## src/design/rcsfd_pkg.sv

```systemverilog
// ----------------------------------------------------------------------------
// rcsfd_pkg
// Shared constants and types of the RC serial frame decoder.
// ----------------------------------------------------------------------------
package rcsfd_pkg;

   localparam int unsigned BYTE_W    = 8;
   localparam int unsigned CHAN_W    = 11;
   localparam int unsigned SCALED_W  = 12;
   localparam int unsigned CMD_W     = 11;
   localparam int unsigned THR_W     = 12;
   localparam int unsigned POS_W     = 5;
   localparam int unsigned RSP_BITS  = 3 * CHAN_W + 2 * CMD_W + THR_W + 1;
   localparam int unsigned RSP_DATA_W = ((RSP_BITS + 7) / 8) * 8;

   localparam logic [BYTE_W-1:0] START_BYTE = 8'h0F;
   localparam logic [BYTE_W-1:0] END_BYTE   = 8'h00;

   localparam logic [POS_W-1:0] POS_B1    = 5'd1;
   localparam logic [POS_W-1:0] POS_B2    = 5'd2;
   localparam logic [POS_W-1:0] POS_B3    = 5'd3;
   localparam logic [POS_W-1:0] POS_B4    = 5'd4;
   localparam logic [POS_W-1:0] POS_FLAGS = 5'd23;
   localparam logic [POS_W-1:0] POS_LAST  = 5'd24;

   // (raw - 172) * 1000 / 1639 via reciprocal: floor(n * K / 2^22) is exact
   // for n up to 1875
   localparam logic signed [SCALED_W-1:0] RAW_OFFSET  = 12'sd172;
   localparam int unsigned                SCALE_SHIFT = 22;
   localparam logic [21:0]                SCALE_RECIP = 22'd2559063;

   localparam logic signed [SCALED_W-1:0] THR_BASE   = 12'sd1000;
   localparam logic signed [SCALED_W-1:0] CENTER_OFS = 12'sd500;

   typedef struct packed {
      logic [CHAN_W-1:0] chan2;
      logic [CHAN_W-1:0] chan1;
      logic [CHAN_W-1:0] chan0;
      logic              armed;
   } raw_frame_type;

endpackage

```

## src/design/rcsfd_scale.sv

```systemverilog
// ----------------------------------------------------------------------------
// rcsfd_scale
// Scales one 11-bit stick channel: (raw - 172) * 1000 / 1639, truncated
// toward zero, by a constant reciprocal multiply.
// ----------------------------------------------------------------------------
module rcsfd_scale (
   input  logic [rcsfd_pkg::CHAN_W-1:0]          raw,
   output logic signed [rcsfd_pkg::SCALED_W-1:0] scaled
);

   logic signed [rcsfd_pkg::SCALED_W-1:0] diff;
   logic signed [rcsfd_pkg::SCALED_W-1:0] diff_neg;
   logic [rcsfd_pkg::CHAN_W-1:0]          mag;
   logic [rcsfd_pkg::CHAN_W+21:0]         prod;
   logic [rcsfd_pkg::SCALED_W-1:0]        quot;

   assign diff     = $signed({1'b0, raw}) - rcsfd_pkg::RAW_OFFSET;
   assign diff_neg = -diff;
   assign mag      = diff[rcsfd_pkg::SCALED_W-1] ? diff_neg[rcsfd_pkg::CHAN_W-1:0]
                                                 : diff[rcsfd_pkg::CHAN_W-1:0];
   assign prod     = {22'd0, mag} * {{rcsfd_pkg::CHAN_W{1'b0}}, rcsfd_pkg::SCALE_RECIP};
   assign quot     = {1'b0, prod[rcsfd_pkg::SCALE_SHIFT +: rcsfd_pkg::CHAN_W]};
   assign scaled   = diff[rcsfd_pkg::SCALED_W-1] ? -$signed(quot) : $signed(quot);

endmodule

```

## src/design/rc_serial_frame_decoder.sv

```systemverilog
// ----------------------------------------------------------------------------
// rc_serial_frame_decoder
// Collects 25-byte serial RC frames and emits the first three channels,
// their scaled commands and the arm flag.
// ----------------------------------------------------------------------------
// Takes one received byte per cycle. Bytes are dropped until 0x0F opens a
// frame; the 25th byte closes it and, if it is 0x00, one result beat follows
// through the raw channel register, then the scaled result register. A
// frame with a bad end byte gives no beat. A new byte is taken every cycle
// unless both pipeline registers hold results that the sink has not taken.
module rc_serial_frame_decoder (
   input  logic                               clock,
   input  logic                               reset,
   input  logic                               req_tvalid,
   output logic                               req_tready,
   // [7:0] rx_data
   input  logic [rcsfd_pkg::BYTE_W-1:0]       req_tdata,
   output logic                               rsp_tvalid,
   input  logic                               rsp_tready,
   // [10:0] chan0_raw, [21:11] chan1_raw, [32:22] chan2_raw, [43:33] roll_cmd,
   // [54:44] pitch_cmd, [66:55] throttle_cmd, [67] armed, [71:68] zero
   output logic [rcsfd_pkg::RSP_DATA_W-1:0]   rsp_tdata
);

   logic                            req_fire;
   logic                            frame_done;
   logic                            en_a;
   logic                            en_b;

   logic [rcsfd_pkg::POS_W-1:0]     pos_ff, pos_in;
   logic [rcsfd_pkg::BYTE_W-1:0]    b1_ff, b2_ff, b3_ff, b4_ff;
   logic                            flag_ff;

   logic                            a_valid_ff, a_valid_in;
   rcsfd_pkg::raw_frame_type        a_ff, a_in;

   logic                            b_valid_ff, b_valid_in;
   logic [rcsfd_pkg::RSP_DATA_W-1:0] b_ff, b_in;

   logic signed [rcsfd_pkg::SCALED_W-1:0] s0, s1, s2;
   logic signed [rcsfd_pkg::SCALED_W-1:0] roll_w, pitch_w, thr_w;

   assign en_b       = !b_valid_ff || rsp_tready;
   assign en_a       = !a_valid_ff || en_b;
   assign req_tready = en_a;
   assign req_fire   = req_tvalid && en_a;
   assign frame_done = req_fire && (pos_ff == rcsfd_pkg::POS_LAST)
                       && (req_tdata == rcsfd_pkg::END_BYTE);

   // frame position
   always_comb begin
      pos_in = pos_ff;
      if (req_fire) begin
         if (pos_ff == rcsfd_pkg::POS_LAST) begin
            pos_in = '0;
         end else if (pos_ff != '0 || req_tdata == rcsfd_pkg::START_BYTE) begin
            pos_in = pos_ff + 1'b1;
         end
      end
   end

   always_ff @(posedge clock) begin
      if (reset) begin
         pos_ff <= '0;
      end else begin
         pos_ff <= pos_in;
      end
   end

   // only the bytes the result uses are kept
   always_ff @(posedge clock) begin
      if (req_fire) begin
         if (pos_ff == rcsfd_pkg::POS_B1)    b1_ff   <= req_tdata;
         if (pos_ff == rcsfd_pkg::POS_B2)    b2_ff   <= req_tdata;
         if (pos_ff == rcsfd_pkg::POS_B3)    b3_ff   <= req_tdata;
         if (pos_ff == rcsfd_pkg::POS_B4)    b4_ff   <= req_tdata;
         if (pos_ff == rcsfd_pkg::POS_FLAGS) flag_ff <= req_tdata[0];
      end
   end

   // stage A: unpacked raw channels
   always_comb begin
      a_in.chan0 = {b2_ff[2:0], b1_ff};
      a_in.chan1 = {b3_ff[5:0], b2_ff[7:3]};
      a_in.chan2 = {1'b0, b4_ff, b3_ff[7:6]};
      a_in.armed = flag_ff;
      a_valid_in = en_a ? frame_done : a_valid_ff;
   end

   always_ff @(posedge clock) begin
      if (reset) begin
         a_valid_ff <= 1'b0;
      end else begin
         a_valid_ff <= a_valid_in;
      end
   end

   always_ff @(posedge clock) begin
      if (en_a && frame_done) begin
         a_ff <= a_in;
      end
   end

   // stage B: scaling into the result register
   rcsfd_scale u_scale0 (.raw(a_ff.chan0), .scaled(s0));
   rcsfd_scale u_scale1 (.raw(a_ff.chan1), .scaled(s1));
   rcsfd_scale u_scale2 (.raw(a_ff.chan2), .scaled(s2));

   assign roll_w  = s0 - rcsfd_pkg::CENTER_OFS;
   assign pitch_w = s1 - rcsfd_pkg::CENTER_OFS;
   assign thr_w   = s2 + rcsfd_pkg::THR_BASE;

   always_comb begin
      b_in = {{(rcsfd_pkg::RSP_DATA_W - rcsfd_pkg::RSP_BITS){1'b0}},
              a_ff.armed,
              thr_w[rcsfd_pkg::THR_W-1:0],
              pitch_w[rcsfd_pkg::CMD_W-1:0],
              roll_w[rcsfd_pkg::CMD_W-1:0],
              a_ff.chan2,
              a_ff.chan1,
              a_ff.chan0};
      b_valid_in = en_b ? a_valid_ff : b_valid_ff;
   end

   always_ff @(posedge clock) begin
      if (reset) begin
         b_valid_ff <= 1'b0;
      end else begin
         b_valid_ff <= b_valid_in;
      end
   end

   always_ff @(posedge clock) begin
      if (en_b && a_valid_ff) begin
         b_ff <= b_in;
      end
   end

   assign rsp_tvalid = b_valid_ff;
   assign rsp_tdata  = b_ff;

endmodule
```

## config.mk

```make
export PLATFORM = sky130hd
export DESIGN_NAME = rc_serial_frame_decoder
export DESIGN_NICKNAME = d
export VERILOG_FILES = /design/src/design/rcsfd_pkg.sv /design/src/design/rcsfd_scale.sv /design/src/design/rc_serial_frame_decoder.sv
export SDC_FILE = /design/constraint.sdc
export NUM_CORES = 1
export LEC_CHECK = 0
export BUFFER_PORTS_ARGS = -buffer_cell sky130_fd_sc_hd__buf_2
export CAP_MARGIN = 15
export CORE_MARGIN = 2
export CORE_UTILIZATION = 60
export DETAILED_ROUTE_END_ITERATION = 8
export GPL_ROUTABILITY_DRIVEN = 0
export PLACE_DENSITY = 0.85
export SLEW_MARGIN = 0
export SYNTH_ARGS = -nofsm -noshare
export SYNTH_HDL_FRONTEND = slang
export SYNTH_SLANG_ARGS = --single-unit
```

## constraint.sdc

```tcl
create_clock -name clock -period 10.81 [get_ports clock]
set_clock_uncertainty 0.2 [all_clocks]
set_input_delay 1.081 -clock clock [delete_from_list [all_inputs] [get_ports clock]]
set_output_delay 1.081 -clock clock [all_outputs]
set_load 0.01 [all_outputs]
```

==> results.toml <==
[drt]
dr.pass1.iters = 7
vias = 13500
drc = 0
routedWlPerCell_um = 18.1
first_iter_violations = 1150
route.final.wire_length_um = 41500
ant_nets = 0
viasPerCell = 5.87

[clock_tree]
clk_pin_slew_worst_paths_ps = 80
cts_tree = "yes"
clock_latency_ps = 450
hold_buffers = 0
cts.sinks = 140
htreeDepth = 4
cts_buffers = 17
cts_setup_buffers = 0
cts-root-buf = "clkbuf_16"
clock_path_buffers = 2
cts.repair.resized = 0

[yosys]
yosysSeqAreaShare_pct = 22.8
synthCells = 1803
yosysMostFrequentCell = "inv_1"
synth_cell_types = 97
synth_flop_cell = "edfxtp_1"
syn_area_um2 = 18200
yosysTopAreaCell = "ha_1"
synthTopCellsByCount = "inv_1, ha_1, fa_1, edfxtp_1, a21oi_1"
ys_warn_count = 0
netlist.area_leader.share_pct = 23.6
ys_ff_latch = 140
synth_edf_count = 133
synth.area.top_cells = "ha_1, edfxtp_1, fa_1"
async_reset_ff_share_pct = 0
synth.avg_cell_area_um2 = 10.1

[pwr]
power.total_uw = 1290
vdd_drop_max_uv = 107
pwr_density_cell_nw_per_um2 = 66.0
p_leak_uw = 0.00969

[floorplan]
die-area_um2 = 31700
start_util_pct = 61.1
die_y_um = 178
num_rows = 63
core_area_um2 = 29700
die_x_um = 178
io_pins = 86

[critical_path]
endpoint_kind = "flip-flop"
critical_path_required_ps = 10800
slowest_delay_ps = 570
start_kind = "flip-flop"
cp_top_family = "adder cells"
arrival_ps = 9150
crit_buf_inv = 5
cp_max_fo = 10
worst-setup-path-type = "reg -> reg"
slowest_stage = "fa_1"

[sta]
tightest_slew_ps = 978
period_minus_slack_ps = 9160
max_freq_ghz = 0.109
grt_setup_unrepaired = "false"
timing.slew.headroom_pct = 34.3
maxSlewViolCount = 0
finalSetupViolCount = 0
post-route-period-util_pct = 84.8
setup_tns_ps = 0
finalHoldViolations = 0
hold-worst-slack_ps = 206

[min_path]
hp-class = "reg -> reg"

[global_route]
grt_max_degree = 68
antenna_found_initial = 0
grt_pass1_vias = 13800
grtUsageTotal_pct = 27.1
grt_pass1_wl_um = 67300
overflow = 0

[placed_design]
dpl_cell_area_um2 = 19000
io_buffers = 80
placed_cells = 2263
dp_hpwl_um = 33600

[final_layout]
register_area_um2 = 4130
num_antenna_cells = 0
instances_no_fill = 2295
nets = 2415
syn2layout_area_growth_pct = 7.90
fillers = 2161
multiInputGateArea_um2 = 12400
fin_area_um2 = 19600
drive_gt1_share_pct = 8.56

[outcome]
status = "finished clean"

[job]
max_cap_viol_count = 0
cell families after synthesis:
group	Yosys count	synth area share (%)
AO/OA/AOI/OAI	286	10.9
XOR/XNOR	106	5.18
adder cells (fa/ha/maj)	511	42.1
buffers and inverters	440	9.50
flip-flops	140	22.8
multiplexers	9	0.510
other	2	0.0413
AND/OR/NAND/NOR	309	8.94
layer usage:
metal  GRT usage (%)  vias up  routed length, um
li1                -     6274                  -
met1            34.3     6579              17000
met2            47.2      504              20700
met3            3.84      110               2430
met4            10.1        0               1380
met5               0        -                  0
power breakdown:
part,internal (uW),switching [uW]
registers,588,0.0403
clock network,315,293
logic,39.3,59.1
total,942,352
layout make-up:
type | instances | share of cell area, %
inverter | 413 | 7.91
sequential | 140 | 21.1
clock inverter | 15 | 0.964
tap | 390 | 2.49
clock buffer | 17 | 2.17
timing repair buffer | 87 | 2.31
multi-input combinational | 1233 | 63.1
flip-flops by register name (all words and copies together) (netlist names):
signal      flops
rsp_tdata      67
a_ff           33
b1_ff           8
b2_ff           8
b3_ff           8
b4_ff           8
pos_ff          5
a_valid_ff      1
flag_ff         1
rsp_tvalid      1
placed cells by master (no fill, tap or decap), types with 17 or more instances in the layout:
cell       count
inv_1        413
ha_1         343
fa_1         168
edfxtp_1     133
buf_2         80
a21oi_1       75
nor2_1        67
nand2_1       65
xnor2_1       62
o21ai_0       44
xor2_1        43
nor3_1        37
a21o_1        27
nand3_1       25
clkbuf_16     17
final timing paths:
path / startpoint / endpoint / slack (ps) / depth (start not counted)
max: a_ff[14]$_DFFE_PP_ / rsp_tdata[54]$_DFFE_PP_ / 1650 / 33
min reg2reg: b2_ff[0]$_DFFE_PP_ / a_ff[9]$_DFFE_PP_ / 210 / 0
min: b2_ff[0]$_DFFE_PP_ / a_ff[9]$_DFFE_PP_ / 210 / 0
max reg2reg: a_ff[14]$_DFFE_PP_ / rsp_tdata[54]$_DFFE_PP_ / 1650 / 33
through the flow:
step           setup slack [ps]  util, %
6_report                   1650     66.0
5_1_grt                    1010     66.0
4_1_cts                    1740     66.0
3_5_place_dp               1800     63.9
3_3_place_gp               2090     63.9
2_1_floorplan              2490        -
worst register-to-register path: cells and delay by family (launching register included):
family	cells	cell delay, ps
mux	1	230
xor+xnor	2	270
compound gates	9	2180
fa+ha+maj	8	3320
buf+inv	5	400
flops	1	550
simple gates	8	1750
Note: power is estimated with default switching activity, not from simulation.
